### src/hw/rtl/ftpt_pkg.sv
// Shared types and codes for the frame time position table.
`timescale 1ns / 1ps
`default_nettype none

package ftpt_pkg;

  localparam int FRAME_W = 32;
  localparam int TIME_W  = 16;
  // Holds (capacity_seconds + 1) * frame rate for rates up to 120.
  localparam int LIMIT_W = 24;

  localparam logic [TIME_W-1:0] EMPTY_TIME = {(TIME_W/8){8'hFF}};

  localparam logic [1:0] MODE_UPDATE = 2'd0;
  localparam logic [1:0] MODE_LOOKUP = 2'd1;
  localparam logic [1:0] MODE_SEARCH = 2'd2;

  localparam logic [1:0] ST_OK          = 2'd0;
  localparam logic [1:0] ST_NOT_MOUNTED = 2'd1;
  localparam logic [1:0] ST_RANGE       = 2'd2;
  localparam logic [1:0] ST_NOT_FOUND   = 2'd3;

  localparam logic [1:0] CFG_MOUNTED     = 2'd0;
  localparam logic [1:0] CFG_FIRST_FRAME = 2'd1;
  localparam logic [1:0] CFG_CAPACITY    = 2'd2;

  typedef struct packed {
    logic [1:0]         mode;
    logic [FRAME_W-1:0] frame_number;
    logic [TIME_W-1:0]  time_value;
  } ftpt_in_t;

  typedef struct packed {
    logic [1:0]         status;
    logic [FRAME_W-1:0] frame_out;
    logic [TIME_W-1:0]  time_out;
  } ftpt_out_t;

  typedef struct packed {
    logic               mounted;
    logic [FRAME_W-1:0] first_frame;
    logic [LIMIT_W-1:0] frame_limit;
  } ftpt_cfg_t;

  typedef enum logic [2:0] {
    S_IDLE,
    S_EXEC,
    S_READ,
    S_SEARCH,
    S_EMIT
  } ftpt_state_t;

endpackage

`default_nettype wire

### src/hw/rtl/ftpt_seq.sv
// Request sequencer: range checks, memory access, table walk and result register.
`timescale 1ns / 1ps
`default_nettype none

module ftpt_seq
  import ftpt_pkg::*;
#(
  parameter int DEPTH = 65536,
  parameter int AW    = 16
) (
  input  wire logic              clk,
  input  wire logic              rst_n,
  input  wire ftpt_cfg_t         cfg,
  input  wire logic              in_valid,
  output logic                   in_ready,
  input  wire ftpt_in_t          in_data,
  output logic                   out_valid,
  input  wire logic              out_ready,
  output ftpt_out_t              out_data,
  output logic                   mem_we,
  output logic      [AW-1:0]     mem_waddr,
  output logic      [TIME_W-1:0] mem_wdata,
  output logic                   mem_re,
  output logic      [AW-1:0]     mem_raddr,
  input  wire logic [TIME_W-1:0] mem_rdata
);

  localparam int EXT_W = FRAME_W + 1 - AW;

  ftpt_state_t        state_r, state_nxt;
  logic [1:0]         mode_r, mode_nxt;
  logic [FRAME_W-1:0] frame_r, frame_nxt;
  logic [TIME_W-1:0]  time_r, time_nxt;
  logic [FRAME_W-1:0] off_r, off_nxt;
  logic               under_r, under_nxt;
  logic [AW-1:0]      end_r, end_nxt;
  logic               e0_r, e0_nxt;
  logic [AW-1:0]      idx_r, idx_nxt;
  ftpt_out_t          res_r, res_nxt;
  logic               out_valid_r, out_valid_nxt;
  ftpt_out_t          out_data_r, out_data_nxt;

  logic               done;
  logic               out_free;
  ftpt_out_t          res;
  logic [FRAME_W:0]   off_x;
  logic [FRAME_W:0]   end_x;
  logic [FRAME_W:0]   end_p1;
  logic               upd_bad;
  logic               look_bad;
  logic [TIME_W-1:0]  entry;

  assign out_free = !out_valid_r || out_ready;
  assign off_x    = {1'b0, off_r};
  assign end_x    = {{EXT_W{1'b0}}, end_r};
  assign end_p1   = end_x + {{FRAME_W{1'b0}}, 1'b1};
  assign upd_bad  = under_r || (off_x > end_p1)
                 || (off_r >= {{(FRAME_W-LIMIT_W){1'b0}}, cfg.frame_limit})
                 || (off_x >= (FRAME_W+1)'(DEPTH));
  assign look_bad = under_r || (off_x > end_x);

  always_comb begin
    state_nxt = state_r;
    unique case (state_r)
      S_IDLE: begin
        if (in_valid) begin
          state_nxt = S_EXEC;
        end
      end
      S_EXEC: begin
        if (done) begin
          state_nxt = out_free ? S_IDLE : S_EMIT;
        end else if (mode_r == MODE_SEARCH) begin
          state_nxt = S_SEARCH;
        end else begin
          state_nxt = S_READ;
        end
      end
      S_READ: begin
        state_nxt = out_free ? S_IDLE : S_EMIT;
      end
      S_SEARCH: begin
        if (done) begin
          state_nxt = out_free ? S_IDLE : S_EMIT;
        end
      end
      S_EMIT: begin
        if (out_free) begin
          state_nxt = S_IDLE;
        end
      end
      default: state_nxt = S_IDLE;
    endcase
  end

  always_comb begin
    mode_nxt      = mode_r;
    frame_nxt     = frame_r;
    time_nxt      = time_r;
    off_nxt       = off_r;
    under_nxt     = under_r;
    end_nxt       = end_r;
    e0_nxt        = e0_r;
    idx_nxt       = idx_r;
    res_nxt       = res_r;
    out_valid_nxt = out_valid_r && !out_ready;
    out_data_nxt  = out_data_r;
    in_ready      = 1'b0;
    done          = 1'b0;
    res           = '0;
    mem_we        = 1'b0;
    mem_waddr     = off_r[AW-1:0];
    mem_wdata     = time_r;
    mem_re        = 1'b0;
    mem_raddr     = off_r[AW-1:0];
    entry         = mem_rdata;

    unique case (state_r)
      S_IDLE: begin
        in_ready = 1'b1;
        if (in_valid) begin
          mode_nxt             = in_data.mode;
          frame_nxt            = in_data.frame_number;
          time_nxt             = in_data.time_value;
          {under_nxt, off_nxt} = {1'b0, in_data.frame_number} - {1'b0, cfg.first_frame};
        end
      end
      S_EXEC: begin
        if (!cfg.mounted) begin
          done       = 1'b1;
          res.status = ST_NOT_MOUNTED;
        end else begin
          case (mode_r)
            MODE_UPDATE: begin
              done = 1'b1;
              if (upd_bad) begin
                res.status = ST_RANGE;
              end else begin
                mem_we        = 1'b1;
                res.status    = ST_OK;
                res.frame_out = frame_r;
                res.time_out  = time_r;
                if (off_x == end_p1) begin
                  end_nxt = off_r[AW-1:0];
                end
                if (off_r == '0) begin
                  e0_nxt = 1'b1;
                end
              end
            end
            MODE_LOOKUP: begin
              if (look_bad) begin
                done       = 1'b1;
                res.status = ST_RANGE;
              end else begin
                mem_re = 1'b1;
              end
            end
            MODE_SEARCH: begin
              mem_re    = 1'b1;
              mem_raddr = '0;
              idx_nxt   = '0;
            end
            default: begin
              done       = 1'b1;
              res.status = ST_NOT_FOUND;
            end
          endcase
        end
      end
      S_READ: begin
        done          = 1'b1;
        res.status    = ST_OK;
        res.frame_out = frame_r;
        res.time_out  = (off_r == '0 && !e0_r) ? EMPTY_TIME : mem_rdata;
      end
      S_SEARCH: begin
        entry = (idx_r == '0 && !e0_r) ? EMPTY_TIME : mem_rdata;
        if (entry == EMPTY_TIME) begin
          done       = 1'b1;
          res.status = ST_NOT_FOUND;
        end else if (entry == time_r) begin
          done          = 1'b1;
          res.status    = ST_OK;
          res.frame_out = cfg.first_frame + {{(FRAME_W-AW){1'b0}}, idx_r};
          res.time_out  = time_r;
        end else if (idx_r == end_r) begin
          done       = 1'b1;
          res.status = ST_NOT_FOUND;
        end else begin
          idx_nxt   = idx_r + {{(AW-1){1'b0}}, 1'b1};
          mem_re    = 1'b1;
          mem_raddr = idx_nxt;
        end
      end
      S_EMIT: begin
        if (out_free) begin
          out_valid_nxt = 1'b1;
          out_data_nxt  = res_r;
        end
      end
      default: begin
      end
    endcase

    if (done) begin
      if (out_free) begin
        out_valid_nxt = 1'b1;
        out_data_nxt  = res;
      end else begin
        res_nxt = res;
      end
    end
  end

  always_ff @(posedge clk) begin
    if (!rst_n) begin
      state_r     <= S_IDLE;
      end_r       <= '0;
      e0_r        <= 1'b0;
      out_valid_r <= 1'b0;
    end else begin
      state_r     <= state_nxt;
      end_r       <= end_nxt;
      e0_r        <= e0_nxt;
      out_valid_r <= out_valid_nxt;
    end
  end

  always_ff @(posedge clk) begin
    mode_r     <= mode_nxt;
    frame_r    <= frame_nxt;
    time_r     <= time_nxt;
    off_r      <= off_nxt;
    under_r    <= under_nxt;
    idx_r      <= idx_nxt;
    res_r      <= res_nxt;
    out_data_r <= out_data_nxt;
  end

  assign out_valid = out_valid_r;
  assign out_data  = out_data_r;

endmodule

`default_nettype wire

### config.mk
export PLATFORM = sky130hd
export DESIGN_NAME = ftpt_seq
export DESIGN_NICKNAME = d
export VERILOG_FILES = /design/src/hw/rtl/ftpt_pkg.sv /design/src/hw/rtl/ftpt_seq.sv
export SDC_FILE = /design/constraint.sdc
export NUM_CORES = 1
export LEC_CHECK = 0
export CORE_UTILIZATION = 60
export CTS_BUF_LIST = sky130_fd_sc_hd__clkbuf_16
export DETAILED_ROUTE_END_ITERATION = 6
export DONT_BUFFER_PORTS = 1
export PLACE_DENSITY = 0.79
export RECOVER_POWER = 25
export SYNTH_ARGS = -nofsm -noshare
export SYNTH_HDL_FRONTEND = slang
export SYNTH_SLANG_ARGS = --single-unit
export TNS_END_PERCENT = 30
### constraint.sdc
create_clock -name clk -period 6.21 [get_ports clk]
set_clock_uncertainty 0.2 [all_clocks]
set_input_delay 1.242 -clock clk [delete_from_list [all_inputs] [get_ports clk]]
set_output_delay 1.242 -clock clk [all_outputs]
set_load 0.01 [all_outputs]
==> run metrics <==
status complete, no violations; Critical Path Start Type flip-flop; first-pass GRT wire length 54.2 mm; Tmin final 5.81 ns; CTS tree yes; critical path fanouts, max 17; Initial Util 61.0%; register area share after synthesis 41.3%; HP Class flip-flop to flip-flop; Skew-Pair Late Insertion Delay 0.51 ns; Primary FF master, synth edfxtp_1; routed vias 10,000; Placer Congestion 0.926; total CTS buffers 23; Die W 156 µm; worst-margin pin slew 1.19 ns; Max IR drop VDD 0.251 mV; register clock-pin slew on the reported worst setup and hold paths 0.07 ns; worst r2r dst out_data[43]; # rows 56; vias in the first global route 9,750; Routed WL per cell 21.8 µm; Yosys reg bits 220; Post-synth EDFFs 149; part of the cycle the worst path needs 93.6%; num ports 229; Final nets 1,541; Die Area 0.0244 mm²; hold slack 0.325 ns; clock buffer depth 3; endpoints failing hold 0; Worst Setup SP idx_r[13]; async set-or-reset flop fraction in the synthesized netlist 0%; initial DRC count 757; syn nets 1,564; Die H 156 µm; Mapped Area 0.0143 mm²; crit path DAT 4.37 ns; Setup crit end mem_raddr[0]; Max-Cap Viols 0; Cell variety after synth 79; Root Buffer clkbuf_16; r2r setup slk 1.11 ns; post-DP HPWL 27.2 mm; area delta synth->final 5.60%; Ys Warns 0; DRC Markers 0; FF-to-FF Start end_r[0]; drt first pass iters 6; Max Slew Vio Count 0; synthesized area per cell 10.8 µm²; DRT Wirelength 35.6 mm; CTS Hold Bufs 0; cells on worst reg2reg path 17; Crit Path Category flip-flop to output port; initial antenna violation count 1; Post-DRT Antenna Nets 0; vias per cell 6.12; Rel. slew slack 20.7%; Crit path required time 4.77 ns; fmax 0.172 GHz; grt ovf 0; critical path endpoint category output port; largest net degree at the start of global routing 84; diode count 0; Final Setup Violations 0; setup TNS 0 ns; Port Buffer Count 0; Clock Sinks 220; Static Leak 6.09 nW; power per cell area 254 mW/mm²; Post-Syn Instances 1,323; layout cells sized above 1 9.73%; RSZ-0062 raised after global routing no; Core ar. 0.0234 mm²; GRT Total Usage 28.8%; H-tree Lvls 1; Resize count post-CTS 0
-- repair_timing --
item                       CTS  global route
setup endpoints to repair    0             1
setup buffers                0             2
hold endpoints to repair     0             0
-- layout make-up --
cell class	instances	area, µm²
Clock buffer	23	576
Tap cell	319	399
Clock inverter	18	97.6
Timing Repair Buffer	11	95.1
Multi-Input combinational cell	931	7590
Inverter	113	424
Sequential cell	220	5900
Fill cell	1853	8330
-- power by group --
part	switching [mW]	internal [mW]	leakage, nW
sequential	0.160	1.72	1.94
clock	0.548	0.708	0.365
combinational	0.381	0.305	3.78
total	1.09	2.74	6.09
-- how the worst min path moves through the flow --
stage / start / to / slack, ns / cells past startpoint
floorplan: res_r[0] / out_data[0] / 0.29 / 2
global placement: res_r[34] / out_data[34] / 0.30 / 2
detailed placement: res_r[43] / out_data[43] / 0.31 / 2
CTS: res_r[36] / out_data[36] / 0.33 / 2
global route: res_r[36] / out_data[36] / 0.34 / 2
finish: res_r[40] / out_data[40] / 0.32 / 2
-- logic make-up (layout without fill, tap and decap cells) --
kind of cell,count (synthesis),after routing,synth area share (%)
buffers and inverters,172,165,5.70
XOR/XNOR,112,112,6.87
adder cells (fa/ha/maj),114,114,10.1
multiplexers,117,117,8.69
AO/OA/AOI/OAI,273,273,15.0
AND/OR/NAND/NOR,315,315,12.3
flip-flops,220,220,41.3
-- sequential cells by signal (all words and copies together), names as in the netlist --
name / count
mode_r: 2
out_valid: 1
frame_r: 32
idx_r: 16
off_r: 32
state_r: 3
out_data: 50
res_r: 50
mem_wdata: 16
end_r: 16
under_r: 1
e0_r: 1
-- worst max-delay path, cell delays in order, from the launching register on --
cell,delay [ns]
edfxtp_1,0.50
nor4_4,0.92
a41oi_1,0.29
xnor2_1,0.20
nor4_1,0.34
nand4_2,0.24
and2_4,0.26
a22oi_2,0.17
inv_1,0.33
o21ai_0,0.40
buf_4,0.19
-- cell usage after synthesis (6+ instances only) --
master       n  share of area, %
clkbuf_1    15              0.39
nor2_1      65               1.7
o21ai_1      9              0.32
a31oi_1      6              0.26
a22o_1       9              0.55
inv_1      113               3.0
nor2b_1     32               1.4
nand3_1     27              0.95
a2bb2oi_1    6              0.37
mux2_1      28               2.2
a41oi_1     13              0.80
mux2_2      28               2.2
edfxtp_1   149                31
buf_4       22               1.2
and3_1       9              0.39
o21a_1      14              0.74
dfxtp_1     71                10
and4_1       6              0.37
o211ai_1     6              0.32
nand2_1     58               1.5
and2_1       8              0.35
mux2i_1     61               4.3
nor4_1      19              0.83
nand4_1     29               1.3
a21oi_1     54               1.9
a21o_1      33               1.7
xor2_1      21               1.3
a21boi_1     6              0.32
buf_2       12              0.42
a22o_4      20               2.5
nor3_1      26              0.91
ha_1       112               9.8
buf_6        7              0.55
a21boi_2    10              0.79
a211oi_1    12              0.63
xnor2_1     91               5.6
o21ai_0     41               1.4
nand2b_1     6              0.26
-- cell usage in the layout, fill, tap and decap left out, types with 6 or more instances in the layout --
cell type	instances
edfxtp_1	149
inv_1	122
ha_1	112
xnor2_1	91
dfxtp_1	71
nor2_1	64
mux2i_1	61
nand2_1	57
a21oi_1	54
o21ai_0	41
a21o_1	33
nor2b_1	31
nand4_1	29
mux2_2	28
mux2_1	28
nand3_1	27
nor3_1	25
clkbuf_16	23
xor2_1	21
a22o_4	20
nor4_1	19
o21a_1	14
a41oi_1	13
a211oi_1	12
a21boi_2	10
buf_4	10
and3_1	9
a22o_1	9
o21ai_1	9
and4_1	6
nand2b_1	6
o211ai_1	6
and2_1	6
a2bb2oi_1	6
a21boi_1	6
a31oi_1	6
-- per-layer routing --
| metal | vias to the layer above | share of wire (%) | track usage [%] | routed length (µm) |
|---|---|---|---|---|
| li1 | 4789 | - | - | - |
| met1 | 4801 | 42 | 36.8 | 14900 |
| met2 | 358 | 46 | 47.0 | 16400 |
| met3 | 53 | 9.4 | 8.64 | 3330 |
| met4 | 2 | 2.9 | 8.36 | 1050 |
| met5 | - | 0.036 | 0 | 13 |
-- through the flow --
stage | instance area, µm² | power [mW] | setup slack [ns] | utilization [%] | std cells
2_1_floorplan | 14300 | 2.44 | 0.976 | - | 1323
3_3_place_gp | 14400 | 2.57 | 0.907 | 61.4 | 1592
3_5_place_dp | 14400 | 2.59 | 0.786 | 61.4 | 1592
4_1_cts | 15000 | 3.84 | 0.231 | 64.3 | 1633
5_1_grt | 15100 | 3.99 | 0.173 | 64.4 | 1635
6_report | 15100 | 3.83 | 0.397 | 64.4 | 1635
Power figures use the tool's default switching activity.
