--- config.mk ---
export PLATFORM = sky130hd
export DESIGN_NAME = ftpt_cfg
export DESIGN_NICKNAME = d
export VERILOG_FILES = /design/src/hw/rtl/ftpt_pkg.sv /design/src/hw/rtl/ftpt_cfg.sv
export SDC_FILE = /design/constraint.sdc
export NUM_CORES = 1
export LEC_CHECK = 0
export BUFFER_PORTS_ARGS = -buffer_cell sky130_fd_sc_hd__buf_2
export CAP_MARGIN = 40
export CORE_UTILIZATION = 40
export CTS_CLUSTER_SIZE = 24
export DETAILED_ROUTE_END_ITERATION = 8
export SKIP_CTS_REPAIR_TIMING = 1
export SLEW_MARGIN = 20
export SYNTH_ARGS = -nofsm -noshare
export SYNTH_HDL_FRONTEND = slang
export SYNTH_SLANG_ARGS = --single-unit
--- constraint.sdc ---
create_clock -name clk -period 5.45 [get_ports clk]
set_input_delay 0.545 -clock clk [delete_from_list [all_inputs] [get_ports clk]]
set_output_delay 0.545 -clock clk [all_outputs]
set_load 0.005 [all_outputs]
--- src/hw/rtl/ftpt_pkg.sv ---
// Shared types and codes for the frame time position table.
`timescale 1ns / 1ps
`default_nettype none

package ftpt_pkg;

  localparam int FRAME_W = 32;
  localparam int TIME_W  = 16;
  // Holds (capacity_seconds + 1) * frame rate for rates up to 120.
  localparam int LIMIT_W = 24;

  localparam logic [TIME_W-1:0] EMPTY_TIME = {(TIME_W/8){8'hFF}};

  localparam logic [1:0] MODE_UPDATE = 2'd0;
  localparam logic [1:0] MODE_LOOKUP = 2'd1;
  localparam logic [1:0] MODE_SEARCH = 2'd2;

  localparam logic [1:0] ST_OK          = 2'd0;
  localparam logic [1:0] ST_NOT_MOUNTED = 2'd1;
  localparam logic [1:0] ST_RANGE       = 2'd2;
  localparam logic [1:0] ST_NOT_FOUND   = 2'd3;

  localparam logic [1:0] CFG_MOUNTED     = 2'd0;
  localparam logic [1:0] CFG_FIRST_FRAME = 2'd1;
  localparam logic [1:0] CFG_CAPACITY    = 2'd2;

  typedef struct packed {
    logic [1:0]         mode;
    logic [FRAME_W-1:0] frame_number;
    logic [TIME_W-1:0]  time_value;
  } ftpt_in_t;

  typedef struct packed {
    logic [1:0]         status;
    logic [FRAME_W-1:0] frame_out;
    logic [TIME_W-1:0]  time_out;
  } ftpt_out_t;

  typedef struct packed {
    logic               mounted;
    logic [FRAME_W-1:0] first_frame;
    logic [LIMIT_W-1:0] frame_limit;
  } ftpt_cfg_t;

  typedef enum logic [2:0] {
    S_IDLE,
    S_EXEC,
    S_READ,
    S_SEARCH,
    S_EMIT
  } ftpt_state_t;

endpackage

`default_nettype wire

--- src/hw/rtl/ftpt_cfg.sv ---
// Configuration registers and the precomputed writable frame limit.
`timescale 1ns / 1ps
`default_nettype none

module ftpt_cfg
  import ftpt_pkg::*;
#(
  parameter int FRAMES_PER_SECOND = 25
) (
  input  wire logic               clk,
  input  wire logic               rst_n,
  input  wire logic               cfg_wr_en,
  input  wire logic [1:0]         cfg_index,
  input  wire logic [FRAME_W-1:0] cfg_wdata,
  output ftpt_cfg_t               cfg
);

  logic               mounted_r, mounted_nxt;
  logic [FRAME_W-1:0] first_frame_r, first_frame_nxt;
  logic [LIMIT_W-1:0] limit_r, limit_nxt;
  logic [TIME_W:0]    cap_p1;

  assign cap_p1 = {1'b0, cfg_wdata[TIME_W-1:0]} + {{TIME_W{1'b0}}, 1'b1};

  always_comb begin
    mounted_nxt     = mounted_r;
    first_frame_nxt = first_frame_r;
    limit_nxt       = limit_r;
    if (cfg_wr_en) begin
      unique case (cfg_index)
        CFG_MOUNTED:     mounted_nxt = cfg_wdata[0];
        CFG_FIRST_FRAME: first_frame_nxt = cfg_wdata;
        CFG_CAPACITY:    limit_nxt = LIMIT_W'(cap_p1 * FRAMES_PER_SECOND);
        default: begin
        end
      endcase
    end
  end

  always_ff @(posedge clk) begin
    if (!rst_n) begin
      mounted_r     <= 1'b0;
      first_frame_r <= FRAME_W'(1);
      limit_r       <= LIMIT_W'(FRAMES_PER_SECOND);
    end else begin
      mounted_r     <= mounted_nxt;
      first_frame_r <= first_frame_nxt;
      limit_r       <= limit_nxt;
    end
  end

  assign cfg.mounted     = mounted_r;
  assign cfg.first_frame = first_frame_r;
  assign cfg.frame_limit = limit_r;

endmodule

`default_nettype wire

==> impl_metrics.tcl, run 1 <==
set metrics [dict create \
    power_w 0.001201 \
    dp_slack_ps 844.4 \
    fin_ws_ps 1218 \
    drive_gt1_share_pct 18.49 \
    place.port_buffers 91 \
    cts.sinks 55 \
    yosys_warnings 0 \
    grt_max_degree 49 \
    syn2layout_area_growth_pct 15.09 \
    fmax_mhz 236.3 \
    start_kind "input pin" \
    synthAdderAreaFrac_pct 22.33 \
    drc 0 \
    synth_cell_types 44 \
    design_area_sq_um 4618 \
    die_h_um 102.2 \
    p_leak_nw 2.279 \
    p_per_area_nw_per_um2 260.0 \
    cap_violations 0 \
    synth-compound-area-share_pct 17.62 \
    synth_area_sq_um 4013 \
    finalSetupViolations 0 \
    cts_buffers 5 \
    nNetsFinal 658 \
    via_count 3331 \
    clk_path_buf_depth 2 \
    cp-end-kind "flop" \
    grt_util_all_layers_pct 16.87 \
    synth-edff-count 0 \
    hold_violations 0 \
    drt-total-wl_um 8437 \
    clk_pin_slew_worst_paths_ps 90 \
    vias_per_cell 4.828 \
    start_util_pct 41.24 \
    drv_slew 0 \
    synthFlopType "dfxtp_1" \
    gp_congestion 0.8165 \
    grt_pass1_wl_um 14170 \
    place_area_sq_um 4529 \
    cts-htree-levels 2 \
    cp.required_ps 5660 \
    synthArstFlopShare_pct 0 \
    crit_arrival_ps 4440 \
    mostFrequentLayoutCell "nand2_1" \
    core_sq_um 9729 \
    synth.avg_cell_area_sq_um 8.290 \
    setup_tns_ps 0 \
    die_w_um 102.2 \
    place_hpwl_um 6752 \
    fin_crit_ps 4232 \
    ff_latch_area_sq_um 1101 \
    rows 36 \
    ir_worst_vdd_uv 105.4 \
    path_class "in2reg" \
    diodes 0 \
    ios 94 \
    synthMuxAreaShare_pct 0.2495 \
    first_global_vias 3156 \
    hold_path_class "reg2reg" \
    path_max_fanout 7 \
    antenna_found_initial 0 \
    syn_inst 484 \
    ant_nets 0 \
    synth_simple_gate_area_share_pct 17.52 \
    dieArea_sq_um 10440 \
    dr.pass1.iters 4 \
    rsz0062_at_grt "false" \
    clk_latency_ps 310 \
    wire_per_inst_um 12.23 \
    tritoncts "built" \
    root_buffer "clkbuf_8" \
    fillCellCount 1012 \
    tightest_slew_ps 709.9 \
    min_period_over_period_pct 77.66 \
    status "complete, no violations" \
    layout_common_cells "nand2_1, buf_2, dfxtp_1, ha_1, inv_1" \
    ys_seq_elements 55 \
    seq_area_frac_synth_pct 27.44 \
    synth_top_family_by_area "adder cells" \
    gr-total-overflow 0 \
    multi_input_area_sq_um 2664 \
    relSlewSlack_pct 52.67 \
    drt_iter0_drc 79 \
    synthXorXnorAreaFrac_pct 8.294 \
    fin_skew_ps 0 \
]
where the power goes:
group	total [W]	switching (W)	internal (W)	leakage [nW]
combinational	0.000534	0.000304	0.000230	1.79
clock	0.000233	0.000140	0.0000928	0.0418
sequential	0.000434	0.00000975	0.000424	0.447
synth_stat cells, types with 3 or more instances:
cell,number,area (sq um)
o211a_1,3,30.03
buf_4,3,22.52
nand4_1,4,25.02
and3_1,8,50.05
a21boi_0,36,270.3
o21ai_0,20,100.1
clkbuf_1,20,75.07
nor2b_1,3,18.77
and2_1,8,50.05
nand3_1,12,60.06
xnor2_1,20,175.2
buf_2,3,15.01
xor2_1,18,157.7
fa_1,11,220.2
nor3b_1,3,22.52
o211ai_1,5,37.54
a21o_1,8,60.06
a21oi_1,13,65.06
ha_1,54,675.7
nor2_1,15,56.30
dfxtp_1,55,1101
nand2_1,99,371.6
inv_1,38,142.6
path summary, 6_finish.rpt:
check / startpoint / to / slack [ps] / depth (start not counted)
setup / recovery: cfg_wdata[2] / limit_r[19] / 1220 / 16
hold / removal: limit_r[17] / limit_r[17] / 450 / 2
setup reg to reg: limit_r[8] / limit_r[8] / 4720 / 3
hold reg to reg: limit_r[17] / limit_r[17] / 450 / 2
state kept, by name, summed over array words and instances, names as in the netlist:
| name | count |
|---|---|
| first_frame_r | 32 |
| limit_r | 22 |
| mounted_r | 1 |
layer usage:
layer  up-vias  share of wire (%)  global-route usage [%]
met5         -                  0                       0
met2        74                 44                   26.79
met3         4                5.2                   4.172
li1       1756                  -                       -
met1      1497                 50                   23.09
met4         0               0.73                   3.736
per-stage QoR:
step	hold slack (ps)	cells	utilization, %
finish	453.3	690	47.47
global route	458.1	690	47.47
CTS	458.4	690	47.47
detailed placement	437.1	682	46.55
global placement	432.6	682	46.50
floorplan	448.7	485	-
worst max-delay path, cell delays in order:
cell and delay, ps:
buf_2 160, and3_1 200, and3_1 260, nand3_1 120, xnor2_1 350, ha_1 300
ha_1 280, inv_1 50, fa_1 530, inv_1 40, ha_1 360, a21o_1 220
o2111ai_4 260, o32ai_1 150, or4_1 510, o311ai_1 90
cells by family after synthesis:
family,count (synthesis)
and+or+nand+nor,159
xor gates and xnor gates,38
muxes,1
buffers and inverters,65
other,1
AOI/OAI and AO/OA,100
DFF,55
adders and majority gates,65
cell type report:
| type | count | share of cell area (%) |
|---|---|---|
| Inverter | 38 | 3.089 |
| Clock inverter | 2 | 0.3522 |
| Tap cell | 133 | 3.603 |
| Timing Repair Buffer | 91 | 9.862 |
| Clock buffer | 6 | 1.571 |
| Multi-Input combinational cell | 365 | 57.68 |
| Sequential cell | 55 | 23.84 |
Power figures use the tool's default switching activity.
==> run 2: changes to the inputs <==
--- a/config.mk
+++ b/config.mk
@@ -5,6 +5,7 @@
 export SDC_FILE = /design/constraint.sdc
 export NUM_CORES = 1
 export LEC_CHECK = 0
+export ABC_AREA = 1
 export BUFFER_PORTS_ARGS = -buffer_cell sky130_fd_sc_hd__buf_2
 export CAP_MARGIN = 40
 export CORE_UTILIZATION = 40
==> constraint.sdc (replaced) <==
create_clock -name clk -period 4.2 [get_ports clk]
set_input_delay 0.42 -clock clk [delete_from_list [all_inputs] [get_ports clk]]
set_output_delay 0.42 -clock clk [all_outputs]
set_load 0.005 [all_outputs]
==> run 2 against run 1 <==
Effect of this change: clock-buffer cell count down 1; clock power rose by 42%; synthesized cell count increased by 21%; sequential share of layout area down 1.1 points; clock skew is the same; final cell count rose by 17%; die area is 3.2% higher; combinational power rose by 31%; synthesized area up 3.3%; largest cell class unchanged.
==> impl_metrics.tcl, run 2 <==
set metrics [dict create \
    status "complete, no violations" \
    tritoncts "built" \
    placed_cells 800 \
    gp_congestion 0.8212 \
    via_count 3681 \
    grt_max_degree 43 \
    hold_violations 0 \
    ir_worst_vdd_uv 138.6 \
    min_from "cfg_wdata[17]" \
    cts-htree-levels 2 \
    synth_top_area_cell "dfxtp_1" \
    p_leak_nw 2.736 \
    antenna_found_initial 0 \
    r2r_slack_ps 3520 \
    place_hpwl_um 7096 \
    min_period_over_period_pct 89.29 \
    crit_arrival_ps 3990 \
    ys_seq_elements 55 \
    p_per_area_nw_per_um2 329.4 \
    clk_path_buf_depth 2 \
    hold_slack_ps 301.5 \
    synth_common_cells "nor2_1, inv_1, nand2_1" \
    yosysMostFrequentCell "nor2_1" \
    vias_per_cell 4.556 \
    drv_slew 0 \
    relSlewSlack_pct 53.42 \
    dr.pass1.iters 5 \
    cp.required_ps 4440 \
    mostFrequentLayoutCell "nor2_1" \
    grt_pass1_wl_um 16110 \
    multi_input_area_sq_um 2604 \
    ios 94 \
    finalSetupViolations 0 \
    clk_pin_slew_worst_paths_ps 120 \
    rsz0062_at_grt "false" \
    top_register "first_frame_r" \
    whs_endpoint "first_frame_r[17]" \
    first_global_vias 3624 \
    core_sq_um 9910 \
    synth-edff-count 0 \
    fin_skew_ps 0 \
    r2r-start "limit_r[13]" \
    die_w_um 103.8 \
    grt_util_all_layers_pct 17.80 \
    yosys_warnings 0 \
    reg_top3 "first_frame_r x32, limit_r x22, mounted_r x1" \
    largest_reg_flops 32 \
    fmax_mhz 266.7 \
    start_util_pct 41.83 \
    start_kind "input pin" \
    synth.avg_cell_area_sq_um 7.050 \
    synthArstFlopShare_pct 0 \
    gr-total-overflow 0 \
    synthFlopType "dfxtp_1" \
    fin_crit_ps 3750 \
    synth_area_leaders "dfxtp_1, ha_1, nor2_1" \
    reg2regPathDepth 4 \
    layout_common_cells "nor2_1, inv_1, buf_2, nand2_1, dfxtp_1" \
    syn2layout_area_growth_pct 16.78 \
    rows 36 \
    drive_gt1_share_pct 17.48 \
    path_class "in2reg" \
    diodes 0 \
    synth_area_sq_um 4145 \
    cts.sinks 55 \
    wire_per_inst_um 11.03 \
    synth_top_area_share_pct 26.56 \
    cap_violations 0 \
    synth_cell_types 34 \
    fillCellCount 1031 \
    path_max_fanout 6 \
    hold_depth 3 \
    r2r_end "limit_r[13]" \
    hold_path_class "in2reg" \
    seq_area_frac_synth_pct 26.56 \
    dieArea_sq_um 10770 \
    root_buffer "clkbuf_8" \
    setup_tns_ps 0 \
    finalNonFillerCells 808 \
    ff_latch_area_sq_um 1101 \
    nNetsFinal 776 \
    clk_latency_ps 320 \
    cp-end-kind "flop" \
    drc 0 \
    die_h_um 103.8 \
    drt-total-wl_um 8916 \
    place.port_buffers 91 \
    ant_nets 0 \
    syn_inst 588 \
    cts_buffers 5 \
    drt_iter0_drc 86 \
    tightest_slew_ps 698.0 \
]
==> run 2: changes by cell type in the layout (fill, tap and decap cells not counted), sizes merged, moves of 15 or more <==
cell	delta
inv	+62
xnor2	-17
nand3	+26
nor2	+89
o21ai	+26
a21boi	-36
a21oi	+15
==> run 2: kinds of logic (layout without fill, tap and decap cells) <==
group | Yosys count | in the layout | share of synthesized area (%)
other cells | 1 | 2 | 0.09047
buf+inv | 118 | 204 | 11.02
fa+ha+maj | 65 | 65 | 21.61
compound gates | 83 | 83 | 10.47
xor+xnor | 23 | 23 | 5.041
simple gates | 243 | 243 | 25.20
flops | 55 | 55 | 26.56
==> run 2: critical path, cell delays in order <==
cell and delay [ps]:
buf_2 120, ha_1 200, nand2_2 90, nor3_4 230, nand3_4 140, nor2_4 150, xor2_1 250, ha_1 280
ha_1 290, inv_1 60, fa_1 530, inv_1 40, ha_1 380, a21oi_1 210, nand2_1 100, nand2_1 60
nand2_1 40, nor2_1 120, nand2_1 60, nand2_1 50, nand3_1 60, nand2_1 70, inv_1 30
==> run 2: area by class of cell <==
class	count	area share, %
clock inverter	3	0.5945
multi-input combinational	416	53.79
clock buffer	5	1.422
sequential	55	22.74
tap	133	3.438
inverter	99	7.676
timing repair buffer	97	10.34
==> run 2: how the worst max path moves through the flow <==
| stage | start | end | slack (ps) | cells after the start |
|---|---|---|---|---|
| after detailed placement | cfg_wdata[1] | limit_r[20] | 80 | 23 |
| final | cfg_wdata[1] | limit_r[20] | 450 | 23 |
| after CTS | cfg_wdata[1] | limit_r[20] | 420 | 23 |
| after floorplan | cfg_wdata[0] | limit_r[20] | 480 | 24 |
| after global placement | cfg_wdata[1] | limit_r[20] | 140 | 23 |
| after global routing | cfg_wdata[1] | limit_r[18] | 90 | 24 |
==> run 2: layer usage <==
layer	up-vias	wire length, um	global-route usage (%)
li1	2021	-	-
met1	1578	4399	23.70
met2	74	3886	28.19
met3	8	526	4.846
met4	0	103	4.898
met5	-	0	0
==> run 2: per-stage QoR <==
step	area (sq um)	util (%)	setup slack [ps]	total power [W]
finish	4841	48.85	449.8	0.001595
global route	4841	48.85	90.38	0.001758
CTS	4841	48.85	420.6	0.001615
detailed placement	4743	47.87	81.07	0.001275
global placement	4743	47.87	140.0	0.001270
floorplan	4149	-	479.6	0.001098
==> run 2: power breakdown <==
part	total (W)	internal [W]	leakage, nW	switching (W)
registers	0.000563	0.000551	0.450	0.0000124
logic	0.000699	0.000267	2.23	0.000432
clock network	0.000332	0.000127	0.0511	0.000206
